`config.mk`:
```
export PLATFORM = sky130hd
export DESIGN_NAME = ciso_header_index_parser
export DESIGN_NICKNAME = d
export VERILOG_FILES = /design/src/design/ciso_pkg.sv /design/src/design/ciso_dp.sv /design/src/design/ciso_ctrl.sv /design/src/design/ciso_header_index_parser.sv
export SDC_FILE = /design/constraint.sdc
export NUM_CORES = 2
export LEC_CHECK = 0
export BUFFER_PORTS_ARGS = -buffer_cell sky130_fd_sc_hd__buf_2
export CORE_ASPECT_RATIO = 1.25
export CORE_MARGIN = 10
export CORE_UTILIZATION = 55
export DETAILED_ROUTE_END_ITERATION = 10
export PLACE_DENSITY = 0.85
export REMOVE_ABC_BUFFERS = 1
export SETUP_SLACK_MARGIN = 0.02
export SLEW_MARGIN = 20
export SYNTH_ARGS = -nofsm -noshare
export SYNTH_HDL_FRONTEND = slang
export SYNTH_SLANG_ARGS = --single-unit
```
`constraint.sdc`:
```
create_clock -name clk -period 17.1 [get_ports clk]
set_input_delay 1.71 -clock clk [delete_from_list [all_inputs] [get_ports clk]]
set_output_delay 1.71 -clock clk [all_outputs]
set_load 0.1 [all_outputs]
```
`src/design/ciso_pkg.sv`:
```
package ciso_pkg;

  // Container layout and limits.
  localparam int unsigned HDR_BYTES       = 24;
  localparam int unsigned MAX_BLOCKS      = 4000000;
  localparam int unsigned MAX_BLOCK_BYTES = 4 * 1024 * 1024;
  localparam int unsigned MAX_SHIFT       = 31;
  localparam int unsigned SLACK_BYTES     = 64;

  // "CISO", first byte in the lowest bits.
  localparam logic [31:0] MAGIC = 32'h4F53_4943;

  // Header byte positions that matter.
  localparam logic [4:0] POS_TOTAL_LO = 5'd8;
  localparam logic [4:0] POS_TOTAL_HI = 5'd15;
  localparam logic [4:0] POS_BSIZE_LO = 5'd16;
  localparam logic [4:0] POS_BSIZE_HI = 5'd19;
  localparam logic [4:0] POS_ALIGN    = 5'd21;
  localparam logic [4:0] POS_END      = 5'd23;

  // Result field widths.
  localparam int unsigned NUM_W = 22;
  localparam int unsigned OFS_W = 62;

  // Packing of the result tdata, lowest bit first.
  localparam int unsigned TD_NUM_LSB    = 0;
  localparam int unsigned TD_START_LSB  = TD_NUM_LSB + NUM_W;
  localparam int unsigned TD_LEN_LSB    = TD_START_LSB + OFS_W;
  localparam int unsigned TD_STORED_BIT = TD_LEN_LSB + OFS_W;
  localparam int unsigned TD_ERR_LSB    = TD_STORED_BIT + 1;
  localparam int unsigned TD_W          = 152;

  typedef enum logic [1:0] {
    KIND_HEADER = 2'd0,
    KIND_BLOCK  = 2'd1,
    KIND_ERROR  = 2'd2
  } kind_t;

  typedef enum logic [3:0] {
    ERR_NONE       = 4'd0,
    ERR_SHORT      = 4'd1,
    ERR_MAGIC      = 4'd2,
    ERR_FIELD      = 4'd3,
    ERR_INDEX      = 4'd4,
    ERR_ORDER      = 4'd5,
    ERR_BEYOND     = 4'd6,
    ERR_STORED     = 4'd7,
    ERR_COMPRESSED = 4'd8
  } err_code_t;

  typedef struct packed {
    kind_t             kind;
    logic [NUM_W-1:0]  num;
    logic [OFS_W-1:0]  start;
    logic [OFS_W-1:0]  len;
    logic              stored;
    err_code_t         err;
    logic              last;
  } out_item_t;

  // Controller to datapath.
  typedef struct packed {
    logic      clear;
    logic      hdr_byte;
    logic      div_start;
    logic      div_step;
    logic      hdr_commit;
    logic      idx_byte;
    logic      word_to_prev;
    logic      word_to_next;
    logic      ix_shift;
    logic      ix_diff;
    logic      desc_commit;
    logic      emit;
    kind_t     emit_kind;
    err_code_t emit_err;
  } cmd_t;

  // Datapath to controller.
  typedef struct packed {
    logic      too_short;
    logic      hdr_emit_pos;
    logic      hdr_end;
    err_code_t hdr_err;
    logic      word_end;
    logic      div_last;
    err_code_t hdr_chk_err;
    err_code_t ix_err;
    logic      ix_last;
    logic      out_busy;
  } status_t;

endpackage

```
`src/design/ciso_dp.sv`:
```
module ciso_dp (
  input  logic                          clk,
  input  logic                          rst_n,
  input  logic                          in_first,
  input  logic [7:0]                    in_byte,
  input  logic                          cfg_valid,
  output logic                          cfg_ready,
  input  logic [ciso_pkg::OFS_W-1:0]    cfg_data,
  input  ciso_pkg::cmd_t                cmd,
  output ciso_pkg::status_t             st,
  input  logic                          out_ready,
  output logic                          out_valid,
  output ciso_pkg::out_item_t           out_item
);

  logic [61:0] fs_r;
  logic [4:0]  hdr_cnt_r;
  logic [63:0] total_r;
  logic [31:0] acc_r;
  logic [22:0] bb_r;
  logic [4:0]  align_r;
  logic [1:0]  word_cnt_r;
  logic [31:0] prev_r;
  logic [31:0] next_r;
  logic [22:0] tot_r;
  logic [21:0] cnt_r;
  logic [59:0] avail_r;
  logic [63:0] dvd_r;
  logic [22:0] rem_r;
  logic [5:0]  div_cnt_r;
  logic [61:0] start_r;
  logic [61:0] end_r;
  logic [61:0] extent_r;
  logic        lt_r;
  logic        gt_r;
  logic        stored_r;
  logic        out_valid_r;
  ciso_pkg::out_item_t out_r;
  ciso_pkg::out_item_t out_nxt;

  logic [4:0]  eff_pos;
  logic [31:0] word_in;
  logic [61:0] fs_m24;
  logic [23:0] div_sh;
  logic [23:0] div_diff;
  logic        div_ge;
  logic [23:0] need;
  logic [21:0] cnt_inc;
  logic [23:0] comp_lim;

  assign cfg_ready = 1'b1;
  assign eff_pos   = in_first ? 5'd0 : hdr_cnt_r;
  assign word_in   = {in_byte, acc_r[31:8]};
  assign fs_m24    = fs_r - 62'(ciso_pkg::HDR_BYTES);
  assign div_sh    = {rem_r, dvd_r[63]};
  assign div_diff  = div_sh - {1'b0, bb_r};
  assign div_ge    = div_sh >= {1'b0, bb_r};
  assign need      = 24'(dvd_r[22:0]) + 24'd1;
  assign cnt_inc   = cnt_r + 22'd1;
  assign comp_lim  = {bb_r, 1'b0} + 24'(ciso_pkg::SLACK_BYTES);

  // Status towards the controller.
  always_comb begin
    st              = '0;
    st.too_short    = fs_r <= 62'(ciso_pkg::HDR_BYTES);
    st.hdr_emit_pos = (eff_pos < 5'd4) || (eff_pos == ciso_pkg::POS_BSIZE_HI) ||
                      (eff_pos == ciso_pkg::POS_ALIGN);
    st.hdr_end      = eff_pos == ciso_pkg::POS_END;
    st.word_end     = word_cnt_r == 2'd3;
    st.div_last     = div_cnt_r == 6'd63;
    st.out_busy     = out_valid_r;
    st.ix_last      = {1'b0, cnt_inc} >= tot_r;

    priority if ((eff_pos < 5'd4) && (in_byte != ciso_pkg::MAGIC[{eff_pos[1:0], 3'b000} +: 8]))
      st.hdr_err = ciso_pkg::ERR_MAGIC;
    else if ((eff_pos == ciso_pkg::POS_BSIZE_HI) &&
             ((total_r == '0) || (word_in == '0) ||
              (word_in > 32'(ciso_pkg::MAX_BLOCK_BYTES))))
      st.hdr_err = ciso_pkg::ERR_FIELD;
    else if ((eff_pos == ciso_pkg::POS_ALIGN) && (in_byte > 8'(ciso_pkg::MAX_SHIFT)))
      st.hdr_err = ciso_pkg::ERR_FIELD;
    else
      st.hdr_err = ciso_pkg::ERR_NONE;

    priority if (rem_r != '0)
      st.hdr_chk_err = ciso_pkg::ERR_FIELD;
    else if ((dvd_r == '0) || (dvd_r > 64'(ciso_pkg::MAX_BLOCKS)))
      st.hdr_chk_err = ciso_pkg::ERR_FIELD;
    else if (60'(need) > avail_r)
      st.hdr_chk_err = ciso_pkg::ERR_INDEX;
    else
      st.hdr_chk_err = ciso_pkg::ERR_NONE;

    priority if (lt_r)
      st.ix_err = ciso_pkg::ERR_ORDER;
    else if (gt_r)
      st.ix_err = ciso_pkg::ERR_BEYOND;
    else if (stored_r && (extent_r[61:23] == '0) && (extent_r[22:0] < bb_r))
      st.ix_err = ciso_pkg::ERR_STORED;
    else if (!stored_r && ((extent_r == '0) || (extent_r[61:24] != '0) ||
                           (extent_r[23:0] > comp_lim)))
      st.ix_err = ciso_pkg::ERR_COMPRESSED;
    else
      st.ix_err = ciso_pkg::ERR_NONE;
  end

  // Configuration register.
  always_ff @(posedge clk) begin
    if (!rst_n) begin
      fs_r <= '0;
    end else if (cfg_valid) begin
      fs_r <= cfg_data;
    end
  end

  // Parse counters.
  always_ff @(posedge clk) begin
    if (!rst_n) begin
      hdr_cnt_r  <= '0;
      word_cnt_r <= '0;
      cnt_r      <= '0;
    end else begin
      if (cmd.hdr_byte) begin
        hdr_cnt_r <= eff_pos + 5'd1;
      end else if (cmd.clear) begin
        hdr_cnt_r <= '0;
      end
      if (cmd.clear || cmd.hdr_commit) begin
        word_cnt_r <= '0;
      end else if (cmd.idx_byte) begin
        word_cnt_r <= word_cnt_r + 2'd1;
      end
      if (cmd.clear || cmd.hdr_commit) begin
        cnt_r <= '0;
      end else if (cmd.desc_commit) begin
        cnt_r <= cnt_inc;
      end
    end
  end

  // Header fields, index words and the divider.
  always_ff @(posedge clk) begin
    if (cmd.hdr_byte) begin
      if ((eff_pos >= ciso_pkg::POS_TOTAL_LO) && (eff_pos <= ciso_pkg::POS_TOTAL_HI)) begin
        total_r <= {in_byte, total_r[63:8]};
      end
      if ((eff_pos >= ciso_pkg::POS_BSIZE_LO) && (eff_pos <= ciso_pkg::POS_BSIZE_HI)) begin
        acc_r <= word_in;
      end
      if (eff_pos == ciso_pkg::POS_BSIZE_HI) begin
        bb_r <= word_in[22:0];
      end
      if (eff_pos == ciso_pkg::POS_ALIGN) begin
        align_r <= in_byte[4:0];
      end
    end else if (cmd.idx_byte) begin
      acc_r <= word_in;
    end
    if (cmd.word_to_prev) begin
      prev_r <= word_in;
    end else if (cmd.desc_commit) begin
      prev_r <= next_r;
    end
    if (cmd.word_to_next) begin
      next_r <= word_in;
    end
    if (cmd.div_start) begin
      dvd_r     <= total_r;
      rem_r     <= '0;
      div_cnt_r <= '0;
      avail_r   <= (fs_r > 62'(ciso_pkg::HDR_BYTES)) ? fs_m24[61:2] : '0;
    end else if (cmd.div_step) begin
      dvd_r     <= {dvd_r[62:0], div_ge};
      rem_r     <= div_ge ? div_diff[22:0] : div_sh[22:0];
      div_cnt_r <= div_cnt_r + 6'd1;
    end
    if (cmd.hdr_commit) begin
      tot_r <= dvd_r[22:0];
    end
    if (cmd.ix_shift) begin
      start_r  <= {31'd0, prev_r[30:0]} << align_r;
      end_r    <= {31'd0, next_r[30:0]} << align_r;
      stored_r <= prev_r[31];
    end
    if (cmd.ix_diff) begin
      extent_r <= end_r - start_r;
      lt_r     <= end_r < start_r;
      gt_r     <= end_r > fs_r;
    end
  end

  // Output register.
  always_comb begin
    out_nxt = '0;
    unique case (cmd.emit_kind)
      ciso_pkg::KIND_HEADER: begin
        out_nxt.kind = ciso_pkg::KIND_HEADER;
        out_nxt.num  = dvd_r[21:0];
        out_nxt.len  = 62'(bb_r);
        out_nxt.err  = ciso_pkg::ERR_NONE;
      end
      ciso_pkg::KIND_BLOCK: begin
        out_nxt.kind   = ciso_pkg::KIND_BLOCK;
        out_nxt.num    = cnt_r;
        out_nxt.start  = start_r;
        out_nxt.len    = stored_r ? 62'(bb_r) : extent_r;
        out_nxt.stored = stored_r;
        out_nxt.err    = ciso_pkg::ERR_NONE;
        out_nxt.last   = st.ix_last;
      end
      ciso_pkg::KIND_ERROR: begin
        out_nxt.kind = ciso_pkg::KIND_ERROR;
        out_nxt.num  = cmd.clear ? '0 : cnt_r;
        out_nxt.err  = cmd.emit_err;
      end
      default: begin
        out_nxt.kind = ciso_pkg::KIND_ERROR;
        out_nxt.err  = cmd.emit_err;
      end
    endcase
  end

  always_ff @(posedge clk) begin
    if (!rst_n) begin
      out_valid_r <= 1'b0;
    end else if (cmd.emit) begin
      out_valid_r <= 1'b1;
    end else if (out_ready) begin
      out_valid_r <= 1'b0;
    end
  end

  always_ff @(posedge clk) begin
    if (cmd.emit) begin
      out_r <= out_nxt;
    end
  end

  assign out_valid = out_valid_r;
  assign out_item  = out_r;

endmodule

```
`src/design/ciso_ctrl.sv`:
```
module ciso_ctrl (
  input  logic                 clk,
  input  logic                 rst_n,
  input  logic                 in_tvalid,
  input  logic                 in_first,
  output logic                 in_tready,
  input  ciso_pkg::status_t    st,
  output ciso_pkg::cmd_t       cmd
);

  typedef enum logic [9:0] {
    ST_IDLE      = 10'b00_0000_0001,
    ST_HEADER    = 10'b00_0000_0010,
    ST_DIV       = 10'b00_0000_0100,
    ST_HDR_CHK   = 10'b00_0000_1000,
    ST_IDX_FIRST = 10'b00_0001_0000,
    ST_IDX_PAIR  = 10'b00_0010_0000,
    ST_IX_SHIFT  = 10'b00_0100_0000,
    ST_IX_DIFF   = 10'b00_1000_0000,
    ST_IX_CHK    = 10'b01_0000_0000,
    ST_STOPPED   = 10'b10_0000_0000
  } state_t;

  state_t state_r;
  state_t state_nxt;
  logic   accept_st;
  logic   in_hdr;
  logic   may_emit;
  logic   acc;

  assign accept_st = (state_r == ST_IDLE) || (state_r == ST_HEADER) ||
                     (state_r == ST_IDX_FIRST) || (state_r == ST_IDX_PAIR) ||
                     (state_r == ST_STOPPED);
  assign in_hdr    = in_first || (state_r == ST_HEADER);
  assign may_emit  = in_first || ((state_r == ST_HEADER) && st.hdr_emit_pos);
  assign in_tready = accept_st && (!may_emit || !st.out_busy);
  assign acc       = in_tvalid && in_tready;

  always_comb begin
    cmd       = '0;
    state_nxt = state_r;
    unique case (state_r)
      ST_IDLE, ST_HEADER, ST_IDX_FIRST, ST_IDX_PAIR, ST_STOPPED: begin
        if (acc) begin
          cmd.clear = in_first;
          priority if (in_first && st.too_short) begin
            cmd.emit      = 1'b1;
            cmd.emit_kind = ciso_pkg::KIND_ERROR;
            cmd.emit_err  = ciso_pkg::ERR_SHORT;
            state_nxt     = ST_STOPPED;
          end else if (in_hdr) begin
            cmd.hdr_byte = 1'b1;
            priority if (st.hdr_err != ciso_pkg::ERR_NONE) begin
              cmd.emit      = 1'b1;
              cmd.emit_kind = ciso_pkg::KIND_ERROR;
              cmd.emit_err  = st.hdr_err;
              state_nxt     = ST_STOPPED;
            end else if (st.hdr_end) begin
              cmd.div_start = 1'b1;
              state_nxt     = ST_DIV;
            end else begin
              state_nxt = ST_HEADER;
            end
          end else if ((state_r == ST_IDX_FIRST) || (state_r == ST_IDX_PAIR)) begin
            cmd.idx_byte = 1'b1;
            if (st.word_end) begin
              if (state_r == ST_IDX_FIRST) begin
                cmd.word_to_prev = 1'b1;
                state_nxt        = ST_IDX_PAIR;
              end else begin
                cmd.word_to_next = 1'b1;
                state_nxt        = ST_IX_SHIFT;
              end
            end
          end else begin
            state_nxt = state_r;
          end
        end
      end
      ST_DIV: begin
        cmd.div_step = 1'b1;
        if (st.div_last) begin
          state_nxt = ST_HDR_CHK;
        end
      end
      ST_HDR_CHK: begin
        if (!st.out_busy) begin
          cmd.emit = 1'b1;
          if (st.hdr_chk_err != ciso_pkg::ERR_NONE) begin
            cmd.emit_kind = ciso_pkg::KIND_ERROR;
            cmd.emit_err  = st.hdr_chk_err;
            state_nxt     = ST_STOPPED;
          end else begin
            cmd.emit_kind  = ciso_pkg::KIND_HEADER;
            cmd.hdr_commit = 1'b1;
            state_nxt      = ST_IDX_FIRST;
          end
        end
      end
      ST_IX_SHIFT: begin
        cmd.ix_shift = 1'b1;
        state_nxt    = ST_IX_DIFF;
      end
      ST_IX_DIFF: begin
        cmd.ix_diff = 1'b1;
        state_nxt   = ST_IX_CHK;
      end
      ST_IX_CHK: begin
        if (!st.out_busy) begin
          cmd.emit = 1'b1;
          if (st.ix_err != ciso_pkg::ERR_NONE) begin
            cmd.emit_kind = ciso_pkg::KIND_ERROR;
            cmd.emit_err  = st.ix_err;
            state_nxt     = ST_STOPPED;
          end else begin
            cmd.emit_kind   = ciso_pkg::KIND_BLOCK;
            cmd.desc_commit = 1'b1;
            state_nxt       = st.ix_last ? ST_STOPPED : ST_IDX_PAIR;
          end
        end
      end
      default: begin
        state_nxt = ST_IDLE;
      end
    endcase
  end

  always_ff @(posedge clk) begin
    if (!rst_n) begin
      state_r <= ST_IDLE;
    end else begin
      state_r <= state_nxt;
    end
  end

endmodule

```
`src/design/ciso_header_index_parser.sv`:
```
// Channel  Direction  tvalid/tready          Payload
// in_      slave      in_tvalid/in_tready    tdata: data_byte; tuser: first
// out_     master     out_tvalid/out_tready  tdata: descriptor fields; tuser: kind; tlast: last
// cfg_     slave      cfg_valid/cfg_ready    data: file_size
//
// Header bytes are taken one per cycle, save where a byte that can raise a result waits for
// the output register. After the last header byte the block count is found by a restoring
// divider that retires one quotient bit per cycle; the input stalls while it runs and while
// the header checks are made. Each index word takes four byte transfers; each word after
// the first then takes three steps (shift, difference, check) to form a block descriptor.
// Synchronous active-low reset clears the state, counters, file_size and out_tvalid.
// in_tready drops while the divider, header check or descriptor steps run, and for a byte
// that can raise a result while the output register still holds an untaken transfer.

module ciso_header_index_parser (
  input  logic         clk,
  input  logic         rst_n,

  input  logic         in_tvalid,
  output logic         in_tready,
  input  logic [7:0]   in_tdata,    // [7:0] data_byte
  input  logic         in_tuser,    // [0] first

  output logic         out_tvalid,
  input  logic         out_tready,
  output logic [151:0] out_tdata,   // [21:0] block_number, [83:22] start_offset,
                                    // [145:84] length, [146] stored,
                                    // [150:147] error_code, [151] zero
  output logic [1:0]   out_tuser,   // [1:0] kind
  output logic         out_tlast,   // last

  input  logic         cfg_valid,
  output logic         cfg_ready,
  input  logic [61:0]  cfg_data     // file_size
);

  ciso_pkg::cmd_t      cmd;
  ciso_pkg::status_t   st;
  ciso_pkg::out_item_t item;

  // The controller sequences the parse and owns the input handshake.
  ciso_ctrl u_ctrl (
    .clk       (clk),
    .rst_n     (rst_n),
    .in_tvalid (in_tvalid),
    .in_first  (in_tuser),
    .in_tready (in_tready),
    .st        (st),
    .cmd       (cmd)
  );

  // The datapath holds the header fields, the divider, the index words and the
  // output register that decouples the result channel from the input.
  ciso_dp u_dp (
    .clk       (clk),
    .rst_n     (rst_n),
    .in_first  (in_tuser),
    .in_byte   (in_tdata),
    .cfg_valid (cfg_valid),
    .cfg_ready (cfg_ready),
    .cfg_data  (cfg_data),
    .cmd       (cmd),
    .st        (st),
    .out_ready (out_tready),
    .out_valid (out_tvalid),
    .out_item  (item)
  );

  // Fields are packed lowest first, with one zero bit to round up to whole bytes.
  assign out_tdata = {1'b0, item.err, item.stored, item.len, item.start, item.num};
  assign out_tuser = item.kind;
  assign out_tlast = item.last;

endmodule

```
---- Word-level counts from Yosys, hierarchy flattened ----
Cells that the tools add are included.
cells by class
  $add $sub $neg .......................... 9
  order comparisons ....................... 17
  eq/ne operators ......................... 25
  shift-type cells ........................ 3
  multiplexer cells ....................... 76
  bitwise operators ....................... 1
  reduce and logical (&&, ||, !) cells .... 55
operator list
  operator                                                          number
  two-way mux 32 bit                                                5
  zero test 64 bit                                                  2
  two-way mux 64 bit                                                2
  one-hot mux 62 bit (2 select lines)                               1
  << shifter 31 x 5 -> 62 bit                                       2
  two-way mux 10 bit                                                12
  one-hot mux 22 bit (3 select lines)                               1
  greater-than comparator 64 x 22 -> 1 bit (second input constant)  1
  greater-than comparator 62 x 5 -> 1 bit (second input constant)   1
  greater-than comparator 62 bit                                    1
  less-or-equal comparator 62 x 5 -> 1 bit (second input constant)  1
  zero test 62 bit                                                  1
  < comparator 62 bit                                               1
  two-way mux 62 bit                                                1
  subtractor 62 x 5 -> 62 bit (second input constant)               1
  subtractor 62 bit                                                 1
  greater-than comparator 24 x 60 -> 1 bit                          1
  one-hot mux 10 bit (6 select lines)                               1
  two-way mux 7 bit                                                 6
  two-way mux 4 bit                                                 10
  zero test 39 bit                                                  1
  nonzero test 38 bit                                               1
  greater-than comparator 32 x 23 -> 1 bit (second input constant)  1
  zero test 32 bit                                                  1
  58 further kinds                                                  130
storage, ports and cells
  bits in registers ....................... 809
  input bits .............................. 76

---- Depth between registers and ports, before layout ----
  word-level depth ........................ 14
  mapped depth ............................ 19

---- Cells and area by module ----
Synthesis repeated with hierarchy kept, for this count alone.
unflattened totals
  cell total of the unflattened synthesis .. 3,934
  area, all modules ....................... 43,513.0 µm²
by module, submodules not included
  module                    times used  cells each  area an instance (µm²)
  ciso_dp                   1           3,802       42,542.1
  ciso_ctrl                 1           130         959.7
  ciso_header_index_parser  1           2           11.3

---- Worst setup path after synthesis ----
No wires, ideal clock.
  kind .................................... register -> register
  start ................................... register u_ctrl.state_r[5]
  end ..................................... register u_dp.out_r, in the netlist u_dp.out_item[0] (enable)
  setup time .............................. 0.883 ns
  data arrival time ....................... 12.178 ns
  required time ........................... 16.217 ns
  path slack .............................. 4.039 ns
  cell stages (with the launch flop) ...... 6
  path buffers ............................ 1
  cell sequence ........................... dfxtp_1 clkbuf_1 or3_1 nor4_1 o21ai_0 o21ai_0
RTL lines
  item                    RTL line          text
  from (decl)             ciso_ctrl.sv:24   state_t state_r;
  from (signal assigned)  ciso_ctrl.sv:132  state_r <= state_nxt;
  to (signal assigned)    ciso_dp.sv:235    out_r <= out_nxt;
  to (decl)               ciso_dp.sv:38     ciso_pkg::out_item_t out_r;

---- Final worst setup path ----
  start ................................... input port in_tuser
  end ..................................... register u_dp.avail_r[47] (enable)
on the way
  longest elaborated chain between the ends .. 12
RTL lines
  item                                                                                          RTL line                        text
  from (decl)                                                                                   ciso_header_index_parser.sv:22  input logic in_tuser,
  parallel branches: the longest is 10 deep, another holds indexed part select 32 x 6 -> 8 bit  -
  two-way mux 3 bit (*)                                                                         ciso_ctrl.sv:44                 if (acc) begin
  two-way mux 3 bit (*)                                                                         ciso_ctrl.sv:42                 unique case (state_r)
  to (signal assigned)                                                                          ciso_dp.sv:171                  avail_r <= (fs_r > 62'(ciso_pkg::HDR_BYTES)) ? fs_m24[61:2] : '0;
  to (decl)                                                                                     ciso_dp.sv:27                   logic [59:0] avail_r;
Every way passes the cells marked *.
A chain may end at the register's enable or synchronous reset.

==> impl_metrics.toml <==
[run_status]
status = "completed"

[drt]
drtIter0Drc = 3902
dr_total_vias = 33027
wl_per_cell_um = 23.6
postRouteAntennaNets = 0
drt-pass1-iter-count = 6
routed_wl_mm = 128
drc = 0
vias_per_cell = 6.11

[yosys]
yosysSeqAreaShare = 0.523
synth.avg_cell_area_um2 = 10.7
synthCells = 4066
netlist.area_leader.share = 0.462
ys_top_cells_by_area = "edfxtp_1 (46%), ha_1 (7.2%), dfxtp_1 (6.0%)"
ys_seq_elements = 801
mappedNetlistArea_um2 = 43500
ys_types = 86
synth_edf_count = 670
yosys_warnings = 0
synth_top_area_cell = "edfxtp_1"
ys.flop_type = "edfxtp_1"
synthArstFlopShare = 0

[die]
start_util = 0.554
die_x_um = 272
num_rows = 115
design.portCount = 234
core-area_um2 = 78600
die_h_um = 334
die_area_um2 = 90800

[min_path]
hold_class = "reg -> reg"

[timing]
whs_ns = 0.429
final-hold-violation-count = 0
timing.fmax_ghz = 0.166
drv_slew = 0
rsz0062_at_grt = "false"
period_share = 0.352
fin_skew_ns = 0.0405
fin_setup_tns_ns = 0
post-route-min-period_ns = 6.01
setup_viol = 0
slew_headroom = 0.219
max_slew.worst_pin.slew_ns = 1.14

[setup_path]
crit_path_start_kind = "input pin"
slowest_delay_ns = 0.73
critical_path.max_fanout = 83
r2r_setup_slack_ns = 11.39
crit_family = "buffers and inverters"
worstPathRequired_ns = 17.37
endpoint_kind = "flip-flop"
crit_buf_inv = 6
arrival_ns = 6.29
path_cells = "buf_2, inv_1, nand2_1, inv_1, ha_1, nor3b_1, o31ai_1, nand2_1, o2111ai_1, or2_2, or3_2, buf_4, inv_4, buf_4"
crit_type = "in -> reg"
crit_slowest_cell = "buf_4"

[cts]
cts_root_buffer = "clkbuf_16"
clk_latency_ns = 0.68
clk_pin_slew_ns = 0.06
htree_levels = 3
clockBufferDepth = 3
hold_buffers = 0
cts_made_buffers = 80
clkSinkCount = 801
cts_tree = "done"
post_cts_buffers = 0
cts_resized = 0

[global_routing]
grt_pass1_wl_mm = 190
grt_use_met3 = 0.0439
met2_usage = 0.451
overflow = 0
grt_busiest_layer = "met2"
grt_max_degree = 84
antenna_found_initial = 4
use_met1 = 0.339
grt_pass1_vias = 31766
grt_usage = 0.273

[final_layout]
drive_above_1_share = 0.120
area_growth_pct = 11.3
final_cell_mix = "edfxtp_1 (670), nand2_1 (472), nor2_1 (400), ha_1 (250), inv_1 (243)"
final_util = 0.616
final_common_cell = "edfxtp_1"
nets = 4609

[power_and_ir_drop]
power_leakage_nw = 19.4
total_power_mw = 5.46
ir_worst_vdd_mv = 0.114
powerDensity_nw_per_um2 = 113

[placed_design]
numPortBuffers = 231
dp_hpwl_mm = 97.4
gp_routability_congestion = 0.986

[flow_run]
drv_cap = 0
==> cells in the mapped netlist, drive strengths merged (61+ instances only) <==
cell type / instances
dfxtp: 131
clkbuf: 129
inv: 246
a21oi: 191
a21o: 104
o21ai: 159
ha: 250
nand4: 77
nand2: 472
nand3: 104
nor2: 404
mux2i: 147
xnor2: 139
xor2: 61
nor4: 100
nor2b: 62
edfxtp: 670
mux2: 72
==> metrics by stage <==
stage | instances | cell area [um2] | setup WS [ns]
floorplan | 3932 | 43000 | 4.13
global placement | 5252 | 45800 | 10.59
detailed placement | 5252 | 45800 | 10.44
CTS | 5400 | 48400 | 11.16
global route | 5400 | 48400 | 10.73
finish | 5401 | 48400 | 11.09
==> flip-flops by register name, summed over array words and instances, names as in the netlist, 24 cells and up <==
| signal | count |
|---|---|
| u_dp.acc_r | 24 |
| u_dp.avail_r | 60 |
| u_dp.end_r | 62 |
| u_dp.prev_r | 32 |
| u_dp.out_item | 154 |
| u_dp.total_r | 64 |
| u_dp.dvd_r | 64 |
| u_dp.fs_r | 62 |
| u_dp.next_r | 32 |
| u_dp.start_r | 62 |
| u_dp.extent_r | 62 |
==> final timing paths <==
kind,from,to,cells after the start
max,in_tuser,u_dp.avail_r[47]$_SDFFCE_PN0P_,14
min,u_dp.prev_r[31]$_DFFE_PP_,u_dp.stored_r$_DFFE_PP_,0
max reg2reg,u_dp.bb_r[7]$_DFFE_PP_,u_dp.out_item[140]$_SDFFCE_PN0P_,16
min reg2reg,u_dp.prev_r[31]$_DFFE_PP_,u_dp.stored_r$_DFFE_PP_,0
==> cell type report <==
type	instances	area, um2
tap	1053	1320
clock inverter	49	529
sequential	801	22700
antenna	1	2.50
inverter	247	930
clock buffer	99	2100
timing repair buffer	267	1430
fill	6290	30100
multi-input combinational	2884	19400
==> logic make-up after synthesis <==
family                     share of synthesized area
other                                       0.000173
muxes                                         0.0680
AOI/OAI and AO/OA                              0.101
xor gates and xnor gates                      0.0403
DFF                                            0.523
buffers and inverters                         0.0373
and+or+nand+nor                                0.158
adders and majority gates                     0.0728
==> per-layer routing <==
metal | part of all wire | up-vias | wire length, um
li1 | - | 15228 | -
met1 | 0.38 | 15862 | 48800
met2 | 0.48 | 1581 | 60700
met3 | 0.084 | 354 | 10700
met4 | 0.058 | 2 | 7410
met5 | 0.000078 | - | 10
==> power breakdown <==
group | internal (mW) | switching (mW) | leakage [nW] | total (mW)
Combinational | 0.313 | 0.967 | 10.9 | 1.28
Clock | 0.984 | 0.792 | 1.27 | 1.78
Sequential | 2.28 | 0.119 | 7.16 | 2.40
No activity file was read; power rests on OpenSTA's default activity.
